<file path="src/rtl/core/hcap_pkg.sv">
// Package for the Hall-count actuator positioner.
// Holds command, direction and register codes plus fixed field widths.
// No dependencies; every other file of the block imports it.
package hcap_pkg;

	localparam int CMD_W       = 3;
	localparam int VALUE_W     = 16;
	localparam int DIR_W       = 2;
	localparam int OUT_W       = 16;
	localparam int CFG_INDEX_W = 3;
	localparam int CFG_DATA_W  = 24;

	localparam int TPU_W      = 24;
	localparam int USABLE_W   = 16;
	localparam int DEADBAND_W = 8;
	localparam int CAL_MS_W   = 16;
	localparam int DEB_MS_W   = 8;
	localparam int ELAPSED_W  = 17;
	localparam int SINCE_W    = 8;
	localparam int TPU_FRAC_W = 16;

	typedef logic [CMD_W-1:0] cmd_t;
	typedef logic [DIR_W-1:0] dir_t;

	localparam cmd_t CMD_TICK    = 3'd0;
	localparam cmd_t CMD_EDGE    = 3'd1;
	localparam cmd_t CMD_LENGTH  = 3'd2;
	localparam cmd_t CMD_PERCENT = 3'd3;
	localparam cmd_t CMD_CALIB   = 3'd4;
	localparam cmd_t CMD_COUNT   = 3'd5;

	localparam dir_t DIR_STOP    = 2'd0;
	localparam dir_t DIR_EXTEND  = 2'd1;
	localparam dir_t DIR_RETRACT = 2'd2;

	localparam logic [CFG_INDEX_W-1:0] CFG_TPU      = 3'd0;
	localparam logic [CFG_INDEX_W-1:0] CFG_USABLE   = 3'd1;
	localparam logic [CFG_INDEX_W-1:0] CFG_DEADBAND = 3'd2;
	localparam logic [CFG_INDEX_W-1:0] CFG_CAL_MS   = 3'd3;
	localparam logic [CFG_INDEX_W-1:0] CFG_DEB_MS   = 3'd4;

	localparam logic [TPU_W-1:0]      TPU_RESET      = 24'd65536;
	localparam logic [USABLE_W-1:0]   USABLE_RESET   = 16'd1000;
	localparam logic [DEADBAND_W-1:0] DEADBAND_RESET = 8'd1;
	localparam logic [CAL_MS_W-1:0]   CAL_MS_RESET   = 16'd15000;
	localparam logic [DEB_MS_W-1:0]   DEB_MS_RESET   = 8'd10;

	localparam logic [VALUE_W-1:0]   PERCENT_FULL = 16'd100;
	localparam int                   PCT_W        = 7;
	localparam logic [PCT_W-1:0]     PCT_FULL_7   = 7'd100;
	localparam int                   PCT_PROD_W   = PCT_W + USABLE_W;

	// Exact floor(x / 100) for x below 2^23: x * ceil(2^30 / 100) >> 30.
	localparam int                   DIV100_W     = 24;
	localparam int                   DIV100_SHIFT = 30;
	localparam logic [DIV100_W-1:0]  DIV100_MUL   = 24'd10737419;
	localparam int                   DIV_PROD_W   = PCT_PROD_W + DIV100_W;

	localparam logic [SINCE_W-1:0]   SINCE_MAX    = 8'hFF;
	localparam logic [ELAPSED_W-1:0] ELAPSED_MAX  = 17'h1FFFF;
	localparam logic [OUT_W-1:0]     OUT_MAX      = 16'hFFFF;

endpackage

</file>
<file path="src/rtl/core/hcap_if.sv">
// Request and result channel interfaces of the actuator positioner.
// Depends on hcap_pkg for the field widths.
interface hcap_cmd_if;
	import hcap_pkg::*;

	logic               valid;
	logic               ready;
	logic [CMD_W-1:0]   command;
	logic [VALUE_W-1:0] value;

	modport source (output valid, output command, output value, input ready);
	modport sink (input valid, input command, input value, output ready);
endinterface

interface hcap_res_if;
	import hcap_pkg::*;

	logic             valid;
	logic             ready;
	logic             extend_relay_n;
	logic             retract_relay_n;
	logic [DIR_W-1:0] drive_direction;
	logic [OUT_W-1:0] turn_count;
	logic [OUT_W-1:0] target_turns;
	logic             calibrating;

	modport source (
		output valid, output extend_relay_n, output retract_relay_n, output drive_direction,
		output turn_count, output target_turns, output calibrating, input ready
	);
	modport sink (
		input valid, input extend_relay_n, input retract_relay_n, input drive_direction,
		input turn_count, input target_turns, input calibrating, output ready
	);
endinterface

</file>
<file path="src/rtl/core/hall_count_actuator_positioner.sv">
// Top level of the Hall-count actuator positioner: control state, target multiplier,
// percent scaling sequencer and the result register.
// Depends on hcap_pkg and the interfaces in hcap_if.sv.
//
//   port       | kind               | direction | carries
//   -----------+--------------------+-----------+------------------------------------------
//   cmd        | valid/ready stream | in        | command, value
//   res        | valid/ready stream | out       | relays, direction, count, target, calib
//   cfg_*      | write port         | in        | cfg_we, cfg_index, cfg_wdata
//
// Tick, Hall edge, calibrate, set count and unused commands may follow one another
// in every cycle unless requests are held off. Set length loads the length register,
// whose result then passes the target multiplier; set percent first passes the scaling
// multiplier and the divide by 100. No request is taken until that result is formed.
// After a configuration write the request side is held off while the target register
// picks up the new scale. Reset is asynchronous and restores all registers but the
// percent product and the result data; a request is taken while the result register is
// empty or its result leaves at the same edge, and a stalled result holds requests off.
module hall_count_actuator_positioner #(
	parameter int COUNT_WIDTH  = 16,
	parameter int LENGTH_WIDTH = 16
) (
	input  logic                             clk,
	input  logic                             arst_n,
	input  logic                             cfg_we,
	input  logic [hcap_pkg::CFG_INDEX_W-1:0] cfg_index,
	input  logic [hcap_pkg::CFG_DATA_W-1:0]  cfg_wdata,
	hcap_cmd_if.sink                         cmd,
	hcap_res_if.source                       res
);
	import hcap_pkg::*;

	localparam int PROD_W    = LENGTH_WIDTH + TPU_W;
	localparam int SHIFT_W   = PROD_W - TPU_FRAC_W;
	localparam int TGT_EXT_W = (SHIFT_W > COUNT_WIDTH) ? SHIFT_W : COUNT_WIDTH;
	localparam int CNT_EXT_W = (COUNT_WIDTH > OUT_W) ? COUNT_WIDTH : OUT_W;
	localparam int LEN_EXT_W = (LENGTH_WIDTH > VALUE_W) ? LENGTH_WIDTH : VALUE_W;

	localparam logic [1:0] SEQ_IDLE = 2'd0;
	localparam logic [1:0] SEQ_DIV  = 2'd1;
	localparam logic [1:0] SEQ_TGT  = 2'd2;

	// Configuration registers.
	logic [TPU_W-1:0]      tpu_q;
	logic [USABLE_W-1:0]   usable_q;
	logic [DEADBAND_W-1:0] db_q;
	logic [CAL_MS_W-1:0]   cal_ms_q;
	logic [DEB_MS_W-1:0]   deb_ms_q;
	logic                  cfg_hold_q;

	// Control state.
	logic [COUNT_WIDTH-1:0]  cnt_q;
	dir_t                    dir_q;
	logic [LENGTH_WIDTH-1:0] length_q;
	logic                    calib_q;
	logic [ELAPSED_W-1:0]    elapsed_q;
	logic [SINCE_W-1:0]      since_q;
	logic [COUNT_WIDTH-1:0]  target_q;
	logic [PCT_PROD_W-1:0]   pct_prod_q;
	logic [1:0]              seq_q;

	// Result register.
	logic                    res_valid_q;
	logic                    ext_n_q;
	logic                    ret_n_q;
	dir_t                    drive_q;
	logic [OUT_W-1:0]        turn_q;
	logic [OUT_W-1:0]        tgt_out_q;
	logic                    calib_out_q;

	logic                    accept;
	logic                    res_free;
	logic                    load_item;
	logic                    load_tgt;

	logic [COUNT_WIDTH-1:0]  cnt_d;
	dir_t                    dir_d;
	logic [LENGTH_WIDTH-1:0] length_set;
	logic                    calib_d;
	logic [ELAPSED_W-1:0]    elapsed_d;
	logic [SINCE_W-1:0]      since_d;
	dir_t                    ctl_dir;

	logic [PROD_W-1:0]       tgt_prod;
	logic [TGT_EXT_W-1:0]    tgt_shift_ext;
	logic [TGT_EXT_W-1:0]    tgt_max_ext;
	logic [COUNT_WIDTH-1:0]  target_next;

	logic [CNT_EXT_W-1:0]    cnt_max_ext;
	logic [CNT_EXT_W-1:0]    value_cnt_ext;
	logic [COUNT_WIDTH-1:0]  count_set;

	logic [VALUE_W-1:0]      len_clip;
	logic [LEN_EXT_W-1:0]    len_max_ext;
	logic [LEN_EXT_W-1:0]    len_clip_ext;
	logic [LEN_EXT_W-1:0]    len_div_ext;
	logic [PCT_W-1:0]        pct;
	logic [DIV_PROD_W-1:0]   div_prod;
	logic [LENGTH_WIDTH-1:0] length_div;

	logic [COUNT_WIDTH-1:0]  diff_up;
	logic [COUNT_WIDTH-1:0]  diff_dn;
	logic [COUNT_WIDTH-1:0]  db_ext;

	dir_t                    src_dir;
	logic [COUNT_WIDTH-1:0]  src_cnt;
	logic [COUNT_WIDTH-1:0]  src_tgt;
	logic                    src_calib;
	logic [CNT_EXT_W-1:0]    src_cnt_ext;
	logic [TGT_EXT_W-1:0]    src_tgt_ext;

	assign res_free  = !res_valid_q || res.ready;
	assign cmd.ready = (seq_q == SEQ_IDLE) && !cfg_hold_q && res_free;
	assign accept    = cmd.valid && cmd.ready;
	assign load_item = accept && (cmd.command != CMD_LENGTH) && (cmd.command != CMD_PERCENT);
	assign load_tgt  = (seq_q == SEQ_TGT) && res_free;

	// Target turns from the stored length; registered before any comparison uses it.
	assign tgt_prod      = PROD_W'(length_q) * PROD_W'(tpu_q);
	assign tgt_shift_ext = TGT_EXT_W'(tgt_prod[PROD_W-1:TPU_FRAC_W]);
	assign tgt_max_ext   = TGT_EXT_W'({COUNT_WIDTH{1'b1}});
	assign target_next   = COUNT_WIDTH'((tgt_shift_ext > tgt_max_ext) ? tgt_max_ext
		: tgt_shift_ext);

	assign cnt_max_ext   = CNT_EXT_W'({COUNT_WIDTH{1'b1}});
	assign value_cnt_ext = CNT_EXT_W'(cmd.value);
	assign count_set     = COUNT_WIDTH'((value_cnt_ext > cnt_max_ext) ? cnt_max_ext
		: value_cnt_ext);

	assign len_clip     = (cmd.value > usable_q) ? usable_q : cmd.value;
	assign len_max_ext  = LEN_EXT_W'({LENGTH_WIDTH{1'b1}});
	assign len_clip_ext = LEN_EXT_W'(len_clip);
	assign length_set   = LENGTH_WIDTH'((len_clip_ext > len_max_ext) ? len_max_ext
		: len_clip_ext);

	assign pct         = (cmd.value > PERCENT_FULL) ? PCT_FULL_7 : cmd.value[PCT_W-1:0];
	assign div_prod    = DIV_PROD_W'(pct_prod_q) * DIV_PROD_W'(DIV100_MUL);
	assign len_div_ext = LEN_EXT_W'(div_prod[DIV100_SHIFT +: VALUE_W]);
	assign length_div  = LENGTH_WIDTH'((len_div_ext > len_max_ext) ? len_max_ext
		: len_div_ext);

	// Deadband comparison of the registered target against the count.
	assign diff_up = target_q - cnt_q;
	assign diff_dn = cnt_q - target_q;
	assign db_ext  = COUNT_WIDTH'(db_q);

	always_comb begin
		priority if ((target_q > cnt_q) && (diff_up > db_ext)) begin
			ctl_dir = DIR_EXTEND;
		end else if ((target_q < cnt_q) && (diff_dn > db_ext)) begin
			ctl_dir = DIR_RETRACT;
		end else begin
			ctl_dir = DIR_STOP;
		end
	end

	always_comb begin
		cnt_d     = cnt_q;
		dir_d     = dir_q;
		calib_d   = calib_q;
		elapsed_d = elapsed_q;
		since_d   = since_q;
		unique case (cmd.command)
			CMD_TICK: begin
				if (since_q != SINCE_MAX) begin
					since_d = since_q + 1'b1;
				end
				if (calib_q && (elapsed_q != ELAPSED_MAX)) begin
					elapsed_d = elapsed_q + 1'b1;
				end
				// The calibration timeout compares the elapsed time after this tick.
				if (!calib_q) begin
					dir_d = ctl_dir;
				end else if (elapsed_d > ELAPSED_W'(cal_ms_q)) begin
					calib_d = 1'b0;
					cnt_d   = '0;
				end
			end
			CMD_EDGE: begin
				if ((since_q > deb_ms_q) || (since_q == SINCE_MAX)) begin
					if ((dir_q == DIR_EXTEND) && (cnt_q != {COUNT_WIDTH{1'b1}})) begin
						cnt_d = cnt_q + 1'b1;
					end else if ((dir_q == DIR_RETRACT) && (cnt_q != '0)) begin
						cnt_d = cnt_q - 1'b1;
					end
					since_d = '0;
				end
			end
			CMD_CALIB: begin
				if (!calib_q) begin
					calib_d   = 1'b1;
					elapsed_d = '0;
					dir_d     = DIR_RETRACT;
				end
			end
			CMD_COUNT: begin
				cnt_d = count_set;
			end
			default: begin
			end
		endcase
	end

	// Result fields come from the new state for requests that load the result directly, and
	// from the held state with the fresh target when a length or percent request completes.
	assign src_dir     = load_tgt ? dir_q : dir_d;
	assign src_cnt     = load_tgt ? cnt_q : cnt_d;
	assign src_tgt     = load_tgt ? target_next : target_q;
	assign src_calib   = load_tgt ? calib_q : calib_d;
	assign src_cnt_ext = CNT_EXT_W'(src_cnt);
	assign src_tgt_ext = TGT_EXT_W'(src_tgt);

	always_ff @(posedge clk or negedge arst_n) begin
		if (!arst_n) begin
			tpu_q      <= TPU_RESET;
			usable_q   <= USABLE_RESET;
			db_q       <= DEADBAND_RESET;
			cal_ms_q   <= CAL_MS_RESET;
			deb_ms_q   <= DEB_MS_RESET;
			cfg_hold_q <= 1'b0;
		end else begin
			cfg_hold_q <= cfg_we;
			if (cfg_we) begin
				unique case (cfg_index)
					CFG_TPU:      tpu_q    <= cfg_wdata[TPU_W-1:0];
					CFG_USABLE:   usable_q <= cfg_wdata[USABLE_W-1:0];
					CFG_DEADBAND: db_q     <= cfg_wdata[DEADBAND_W-1:0];
					CFG_CAL_MS:   cal_ms_q <= cfg_wdata[CAL_MS_W-1:0];
					CFG_DEB_MS:   deb_ms_q <= cfg_wdata[DEB_MS_W-1:0];
					default: begin
					end
				endcase
			end
		end
	end

	always_ff @(posedge clk or negedge arst_n) begin
		if (!arst_n) begin
			cnt_q     <= '0;
			dir_q     <= DIR_STOP;
			length_q  <= '0;
			calib_q   <= 1'b0;
			elapsed_q <= '0;
			since_q   <= SINCE_MAX;
			target_q  <= '0;
			seq_q     <= SEQ_IDLE;
		end else begin
			target_q <= target_next;
			if (accept) begin
				cnt_q     <= cnt_d;
				dir_q     <= dir_d;
				calib_q   <= calib_d;
				elapsed_q <= elapsed_d;
				since_q   <= since_d;
			end
			unique case (seq_q)
				SEQ_IDLE: begin
					if (accept && (cmd.command == CMD_LENGTH)) begin
						length_q <= length_set;
						seq_q    <= SEQ_TGT;
					end else if (accept && (cmd.command == CMD_PERCENT)) begin
						seq_q <= SEQ_DIV;
					end
				end
				SEQ_DIV: begin
					length_q <= length_div;
					seq_q    <= SEQ_TGT;
				end
				SEQ_TGT: begin
					if (res_free) begin
						seq_q <= SEQ_IDLE;
					end
				end
				default: begin
					seq_q <= SEQ_IDLE;
				end
			endcase
		end
	end

	always_ff @(posedge clk) begin
		if (accept && (cmd.command == CMD_PERCENT)) begin
			pct_prod_q <= PCT_PROD_W'(pct) * PCT_PROD_W'(usable_q);
		end
	end

	always_ff @(posedge clk or negedge arst_n) begin
		if (!arst_n) begin
			res_valid_q <= 1'b0;
		end else if (load_item || load_tgt) begin
			res_valid_q <= 1'b1;
		end else if (res.ready) begin
			res_valid_q <= 1'b0;
		end
	end

	always_ff @(posedge clk) begin
		if (load_item || load_tgt) begin
			ext_n_q     <= (src_dir != DIR_EXTEND);
			ret_n_q     <= (src_dir != DIR_RETRACT);
			drive_q     <= ((src_dir == DIR_EXTEND) || (src_dir == DIR_RETRACT)) ? src_dir
				: DIR_STOP;
			turn_q      <= (src_cnt_ext > CNT_EXT_W'(OUT_MAX)) ? OUT_MAX
				: src_cnt_ext[OUT_W-1:0];
			tgt_out_q   <= (src_tgt_ext > TGT_EXT_W'(OUT_MAX)) ? OUT_MAX
				: src_tgt_ext[OUT_W-1:0];
			calib_out_q <= src_calib;
		end
	end

	assign res.valid           = res_valid_q;
	assign res.extend_relay_n  = ext_n_q;
	assign res.retract_relay_n = ret_n_q;
	assign res.drive_direction = drive_q;
	assign res.turn_count      = turn_q;
	assign res.target_turns    = tgt_out_q;
	assign res.calibrating     = calib_out_q;

endmodule

</file>
<file path="src/flat_wrapper.sv">
// flat-port wrapper written by rule: the top's interface ports become plain ports
module hall_count_actuator_positioner_flat import hcap_pkg::*;
#(
	parameter int COUNT_WIDTH  = 16,
	parameter int LENGTH_WIDTH = 16
)
  (clk, arst_n, cfg_we, cfg_index, cfg_wdata, cmd_valid, cmd_command, cmd_value, cmd_ready, res_valid, res_extend_relay_n, res_retract_relay_n, res_drive_direction, res_turn_count, res_target_turns, res_calibrating, res_ready);
  hcap_cmd_if cmd_i ();
  hcap_res_if res_i ();
  input  logic clk;
  input  logic arst_n;
  input  logic cfg_we;
  input  logic [hcap_pkg::CFG_INDEX_W-1:0] cfg_index;
  input  logic [hcap_pkg::CFG_DATA_W-1:0] cfg_wdata;
  input wire logic [$bits(cmd_i.valid)-1:0] cmd_valid;
  input wire logic [$bits(cmd_i.command)-1:0] cmd_command;
  input wire logic [$bits(cmd_i.value)-1:0] cmd_value;
  output wire logic [$bits(cmd_i.ready)-1:0] cmd_ready;
  output wire logic [$bits(res_i.valid)-1:0] res_valid;
  output wire logic [$bits(res_i.extend_relay_n)-1:0] res_extend_relay_n;
  output wire logic [$bits(res_i.retract_relay_n)-1:0] res_retract_relay_n;
  output wire logic [$bits(res_i.drive_direction)-1:0] res_drive_direction;
  output wire logic [$bits(res_i.turn_count)-1:0] res_turn_count;
  output wire logic [$bits(res_i.target_turns)-1:0] res_target_turns;
  output wire logic [$bits(res_i.calibrating)-1:0] res_calibrating;
  input wire logic [$bits(res_i.ready)-1:0] res_ready;
  assign cmd_i.valid = cmd_valid;
  assign cmd_i.command = cmd_command;
  assign cmd_i.value = cmd_value;
  assign cmd_ready = cmd_i.ready;
  assign res_valid = res_i.valid;
  assign res_extend_relay_n = res_i.extend_relay_n;
  assign res_retract_relay_n = res_i.retract_relay_n;
  assign res_drive_direction = res_i.drive_direction;
  assign res_turn_count = res_i.turn_count;
  assign res_target_turns = res_i.target_turns;
  assign res_calibrating = res_i.calibrating;
  assign res_i.ready = res_ready;
  hall_count_actuator_positioner #(.COUNT_WIDTH(COUNT_WIDTH), .LENGTH_WIDTH(LENGTH_WIDTH)) u_core (.clk(clk), .arst_n(arst_n), .cfg_we(cfg_we), .cfg_index(cfg_index), .cfg_wdata(cfg_wdata), .cmd(cmd_i), .res(res_i));
endmodule
</file>
<file path="config.mk">
export PLATFORM = sky130hd
export DESIGN_NAME = hall_count_actuator_positioner_flat
export DESIGN_NICKNAME = d
export VERILOG_FILES = /design/src/rtl/core/hcap_pkg.sv /design/src/rtl/core/hcap_if.sv /design/src/rtl/core/hall_count_actuator_positioner.sv /design/src/flat_wrapper.sv
export SDC_FILE = /design/constraint.sdc
export NUM_CORES = 2
export LEC_CHECK = 0
export BUFFER_PORTS_ARGS = -buffer_cell sky130_fd_sc_hd__buf_2
export CAP_MARGIN = 40
export CORE_MARGIN = 10
export CORE_UTILIZATION = 40
export CTS_CLUSTER_DIAMETER = 50
export DETAILED_ROUTE_END_ITERATION = 16
export HOLD_SLACK_MARGIN = 0.05
export PLACE_DENSITY = 0.56
export SYNTH_ARGS = -nofsm -noshare
export SYNTH_HDL_FRONTEND = slang
export SYNTH_SLANG_ARGS = --single-unit
export TNS_END_PERCENT = 20
</file>
<file path="constraint.sdc">
create_clock -name clk -period 16.15 [get_ports clk]
set_input_delay 4.0375 -clock clk [delete_from_list [all_inputs] [get_ports clk]]
set_output_delay 4.0375 -clock clk [all_outputs]
set_load 0.02 [all_outputs]
</file>
==> results by group <==
STA
  – Final period util: 63.9%
  – Final count of pins violating max slew: 0
  – Setup repair after global routing missed its margin: no
  – Worst slew slack as a fraction of its limit: 35.0%
  – Highest attainable clock frequency: 0.0968 GHz
  – Final hold viol count: 0
  – Setup-violating endpoint count in the final report: 0
  – Total negative slack: 0 ns
  – Clock Skews: 0.0166 ns
  – Post-layout worst setup margin: 5.82 ns
  – Least-Margin Pin Slew: 0.975 ns
  – Final critical-path required period: 10.33 ns

Clock network
  – Count of buffers added by post-CTS timing repair for setup: 0
  – Number of sinks driven by the clock tree: 212
  – Post-CTS Hold Buffers: 0
  – Maximum root-to-sink buffer count: 3
  – TritonCTS buffer count: 26
  – CTS tree: done
  – H-Tree Depth: 1
  – Clock latency at the later pin of the worst-skew pair: 0.55 ns
  – CTS root buf: sky130_fd_sc_hd__clkbuf_16
  – # resized after CTS: 0
  – Clock input transition at the sequential cells of the worst setup and hold paths: 0.07 ns

Hold path
  – Hold EP: u_core.since_q[0]
  – Worst hold path stage count: 2
  – Hold path startpoint: u_core.since_q[0]
  – Type of the worst min-delay path: flop to flop

Logic synthesis
  – XOR/XNOR Fraction of Synth Area: 2.42%
  – Total nets after synthesis: 5019
  – Top area cells in the synthesized netlist: sky130_fd_sc_hd__fa_1 31%, sky130_fd_sc_hd__ha_1 16%, sky130_fd_sc_hd__dfrtp_1 8.7%, sky130_fd_sc_hd__inv_1 8.0%, sky130_fd_sc_hd__nand2_1 5.0%
  – Area fraction in and, or, nand and nor cells after synthesis: 13.7%
  – Portion of synthesized cell area occupied by the leading cell type: 31.3%
  – Fraction of the mapped netlist area in compound gates: 9.34%
  – Unique cell type count in the Yosys netlist: 84
  – Average size of a mapped cell: 9.32 sq um
  – Count of flip-flops with a built-in enable after synthesis: 60
  – Summed instance area of the synthesized netlist: 36500 sq um
  – Gate count after technology mapping: 3917
  – Yosys Warn Count: 0
  – Flip-flop cell with the highest count after synthesis: sky130_fd_sc_hd__dfrtp_1
  – Flip-flop and latch count after synthesis: 212
  – Async S/R FF share, synth: 71.7%
  – Dominant combinational cell family by area after synthesis: adder cells
  – Cell type with the largest total area after synthesis: sky130_fd_sc_hd__fa_1
  – Post-synthesis share of cell area spent on full adders, half adders and majority gates: 47.7%
  – Sequential cell area fraction in the yosys report: 15.4%
  – Multiplexer fraction of the synthesized cell area: 1.77%

Floorplanning
  – Placeable core region: 90300 sq um
  – Initial Util: 40.5%
  – Top-Level Pins: 90
  – Total number of placement rows: 110
  – Die span in x: 322 microns
  – Die Y: 322 microns
  – Total Die Area: 104000 sq um

Critical path
  – Classification of the worst setup path: input port to flop
  – R2r setup slk: 7.61 ns
  – Arrival time at the worst endpoint: 10.63 ns
  – Cell type with the highest occurrence count on the critical path: sky130_fd_sc_hd__fa_1
  – Sum of buffers and inverters on the critical path: 3
  – Total number of cells along the worst setup path: 22
  – Highest fanout seen on the critical path: 29
  – Sort of element at the end of the critical path: flop
  – Number of cell instances on the worst register-to-register path: 23
  – Capture instance of the worst register-to-register path: u_core.res.target_turns[5]
  – Startpoint type of the worst setup path: input port
  – Cells along the critical path: buf_2 -> nor4_1 -> nand3_1 -> a31oi_2 -> buf_4 -> and2_0 -> nand2_1 -> fa_1 -> fa_1 -> fa_1 -> inv_1 -> fa_1 -> ha_1 -> nor2b_1 -> o21a_1 -> o41ai_2 -> o311a_1 -> a211oi_1 -> a41o_1 -> or4_1 -> a2111o_1 -> o211a_1
  – Delay of the slowest cell on the worst path: 0.68 ns
  – Worst endpoint required time: 16.46 ns
  – CP delay by family, top: adder cells
  – Reg-to-reg startpoint: u_core.tpu_q[7]
  – Slowest-stage cell, CP: sky130_fd_sc_hd__and2_0

Finish
  – Largest register FFs: 24
  – Most used cells in the layout excluding fill and tap cells: 780 x sky130_fd_sc_hd__inv_1, 571 x sky130_fd_sc_hd__fa_1, 484 x sky130_fd_sc_hd__nand2_1, 480 x sky130_fd_sc_hd__ha_1, 168 x sky130_fd_sc_hd__and2_1
  – Layout overhead on the synthesized area: 7.34%
  – Post-layout util: 43.4%
  – NumNets Final: 5028
  – Most common cell after layout, fill and taps aside: sky130_fd_sc_hd__inv_1
  – Top reg by flops: u_core.tpu_q
  – Largest regs: u_core.tpu_q (24), u_core.pct_prod_q (23), u_core.elapsed_q (17)
  – Layout cell share with drive strength beyond 1: 6.94%

Drt
  – DRT Wirelength: 103000 microns
  – Via count of the routed design: 27060
  – Number of remaining DRC errors: 0
  – Vias per inst: 5.28
  – Iter 0 DRT Violations: 1707
  – Per-cell routed wire length: 20.2 microns
  – Number of antenna-violating nets in the routed design: 0
  – Number of iterations in the first detailed-routing pass: 5

Placement
  – Global placement routability congestion: 0.944
  – Total half-perimeter wirelength after legalization and detailed placement: 83700 microns
  – Total of buffers placed on input and output ports: 89
  – Post-placement worst setup slack: 5.26 ns

Global routing
  – Largest net degree at the start of global routing: 70
  – Wire length of the first global-routing pass: 166000 microns
  – Via count of the first global-routing pass: 28514
  – Total GRT Usage: 20.3%
  – Number of antenna violations at the first check in global routing: 9
  – GR Overflow Total: 0

Flow run
  – Max-capacitance violation count: 0

Run status
  – Result of the run: complete, no violations
cells in the mapped netlist (9+ instances only):
cell                         n
sky130_fd_sc_hd__a21boi_0    9
sky130_fd_sc_hd__a22o_1     14
sky130_fd_sc_hd__a221o_1    10
sky130_fd_sc_hd__o21ai_0   116
sky130_fd_sc_hd__o31ai_1    11
sky130_fd_sc_hd__o211ai_1   13
sky130_fd_sc_hd__dfstp_2    25
sky130_fd_sc_hd__ha_1      480
sky130_fd_sc_hd__a21o_1     73
sky130_fd_sc_hd__a211oi_1    9
sky130_fd_sc_hd__or3_1      11
sky130_fd_sc_hd__and3_1     44
sky130_fd_sc_hd__a21oi_1   139
sky130_fd_sc_hd__inv_1     780
sky130_fd_sc_hd__xnor2_1    66
sky130_fd_sc_hd__o21bai_1   15
sky130_fd_sc_hd__xor2_1     35
sky130_fd_sc_hd__nand2b_1   23
sky130_fd_sc_hd__nor2b_1    26
sky130_fd_sc_hd__clkbuf_1  142
sky130_fd_sc_hd__a31oi_1    29
sky130_fd_sc_hd__fa_1      571
sky130_fd_sc_hd__nand2_1   484
sky130_fd_sc_hd__nor2_1    105
sky130_fd_sc_hd__edfxtp_1   60
sky130_fd_sc_hd__o22ai_1    14
sky130_fd_sc_hd__and2_1    168
sky130_fd_sc_hd__o21a_1     11
sky130_fd_sc_hd__nor4_1     11
sky130_fd_sc_hd__mux2i_1    14
sky130_fd_sc_hd__nor3_1     48
sky130_fd_sc_hd__nand4_1    36
sky130_fd_sc_hd__dfrtp_1   127
sky130_fd_sc_hd__mux2_2     45
sky130_fd_sc_hd__nand3_1    44
per-layer routing:
metal | wire length [microns] | global-route usage [%] | part of all wire, %
met1 | 46500 | 28.1 | 45
met2 | 48600 | 33.8 | 47
met5 | 44 | 0 | 0.043
met4 | 2850 | 5.18 | 2.8
met3 | 5450 | 2.11 | 5.3
metrics by stage:
step | hold WS (ns) | instance area, sq um | cells
final | 0.476 | 39200 | 5126
after global routing | 0.496 | 39200 | 5125
after CTS | 0.479 | 39200 | 5122
after detailed placement | 0.470 | 38300 | 5074
after global placement | 0.466 | 38100 | 5064
after floorplan | 0.452 | 36500 | 3917
tightest hold or removal path, stage by stage, from the launching register on:
cell and delay [ns]:
sky130_fd_sc_hd__dfstp_2 0.38, sky130_fd_sc_hd__nand2_1 0.05, sky130_fd_sc_hd__nand2_1 0.04
worst max-delay path by stage:
| stage | end | start | slack [ns] |
|---|---|---|---|
| 2_1_floorplan | u_core.pct_prod_q[22] | cmd_value[15] | 6.39 |
| 3_3_place_gp | u_core.pct_prod_q[22] | cmd_value[15] | 5.36 |
| 3_5_place_dp | u_core.pct_prod_q[22] | cmd_value[15] | 5.26 |
| 4_1_cts | u_core.pct_prod_q[22] | cmd_value[15] | 5.86 |
| 5_1_grt | u_core.pct_prod_q[22] | cmd_value[15] | 5.52 |
| 6_report | u_core.pct_prod_q[22] | cmd_value[15] | 5.82 |
kinds of logic after synthesis:
kind of cell | after synthesis
XOR/XNOR | 101
flip-flops | 212
buffers and inverters | 930
AO/OA/AOI/OAI | 526
AND/OR/NAND/NOR | 1038
adder cells (fa/ha/maj) | 1051
multiplexers | 59
cell type report:
cell class	instances	area (sq um)
fillers	8993	51100
well taps	1176	1470
inverters	780	2930
clock buffers	32	704
multi-input cells	2775	27400
flip-flops and latches	212	5640
clock inverters	16	165
repair buffers	131	878
diodes	4	10.0
Power is not shown: default switching activity piles up to over one toggle a cycle in this logic, so the estimate is an artifact.
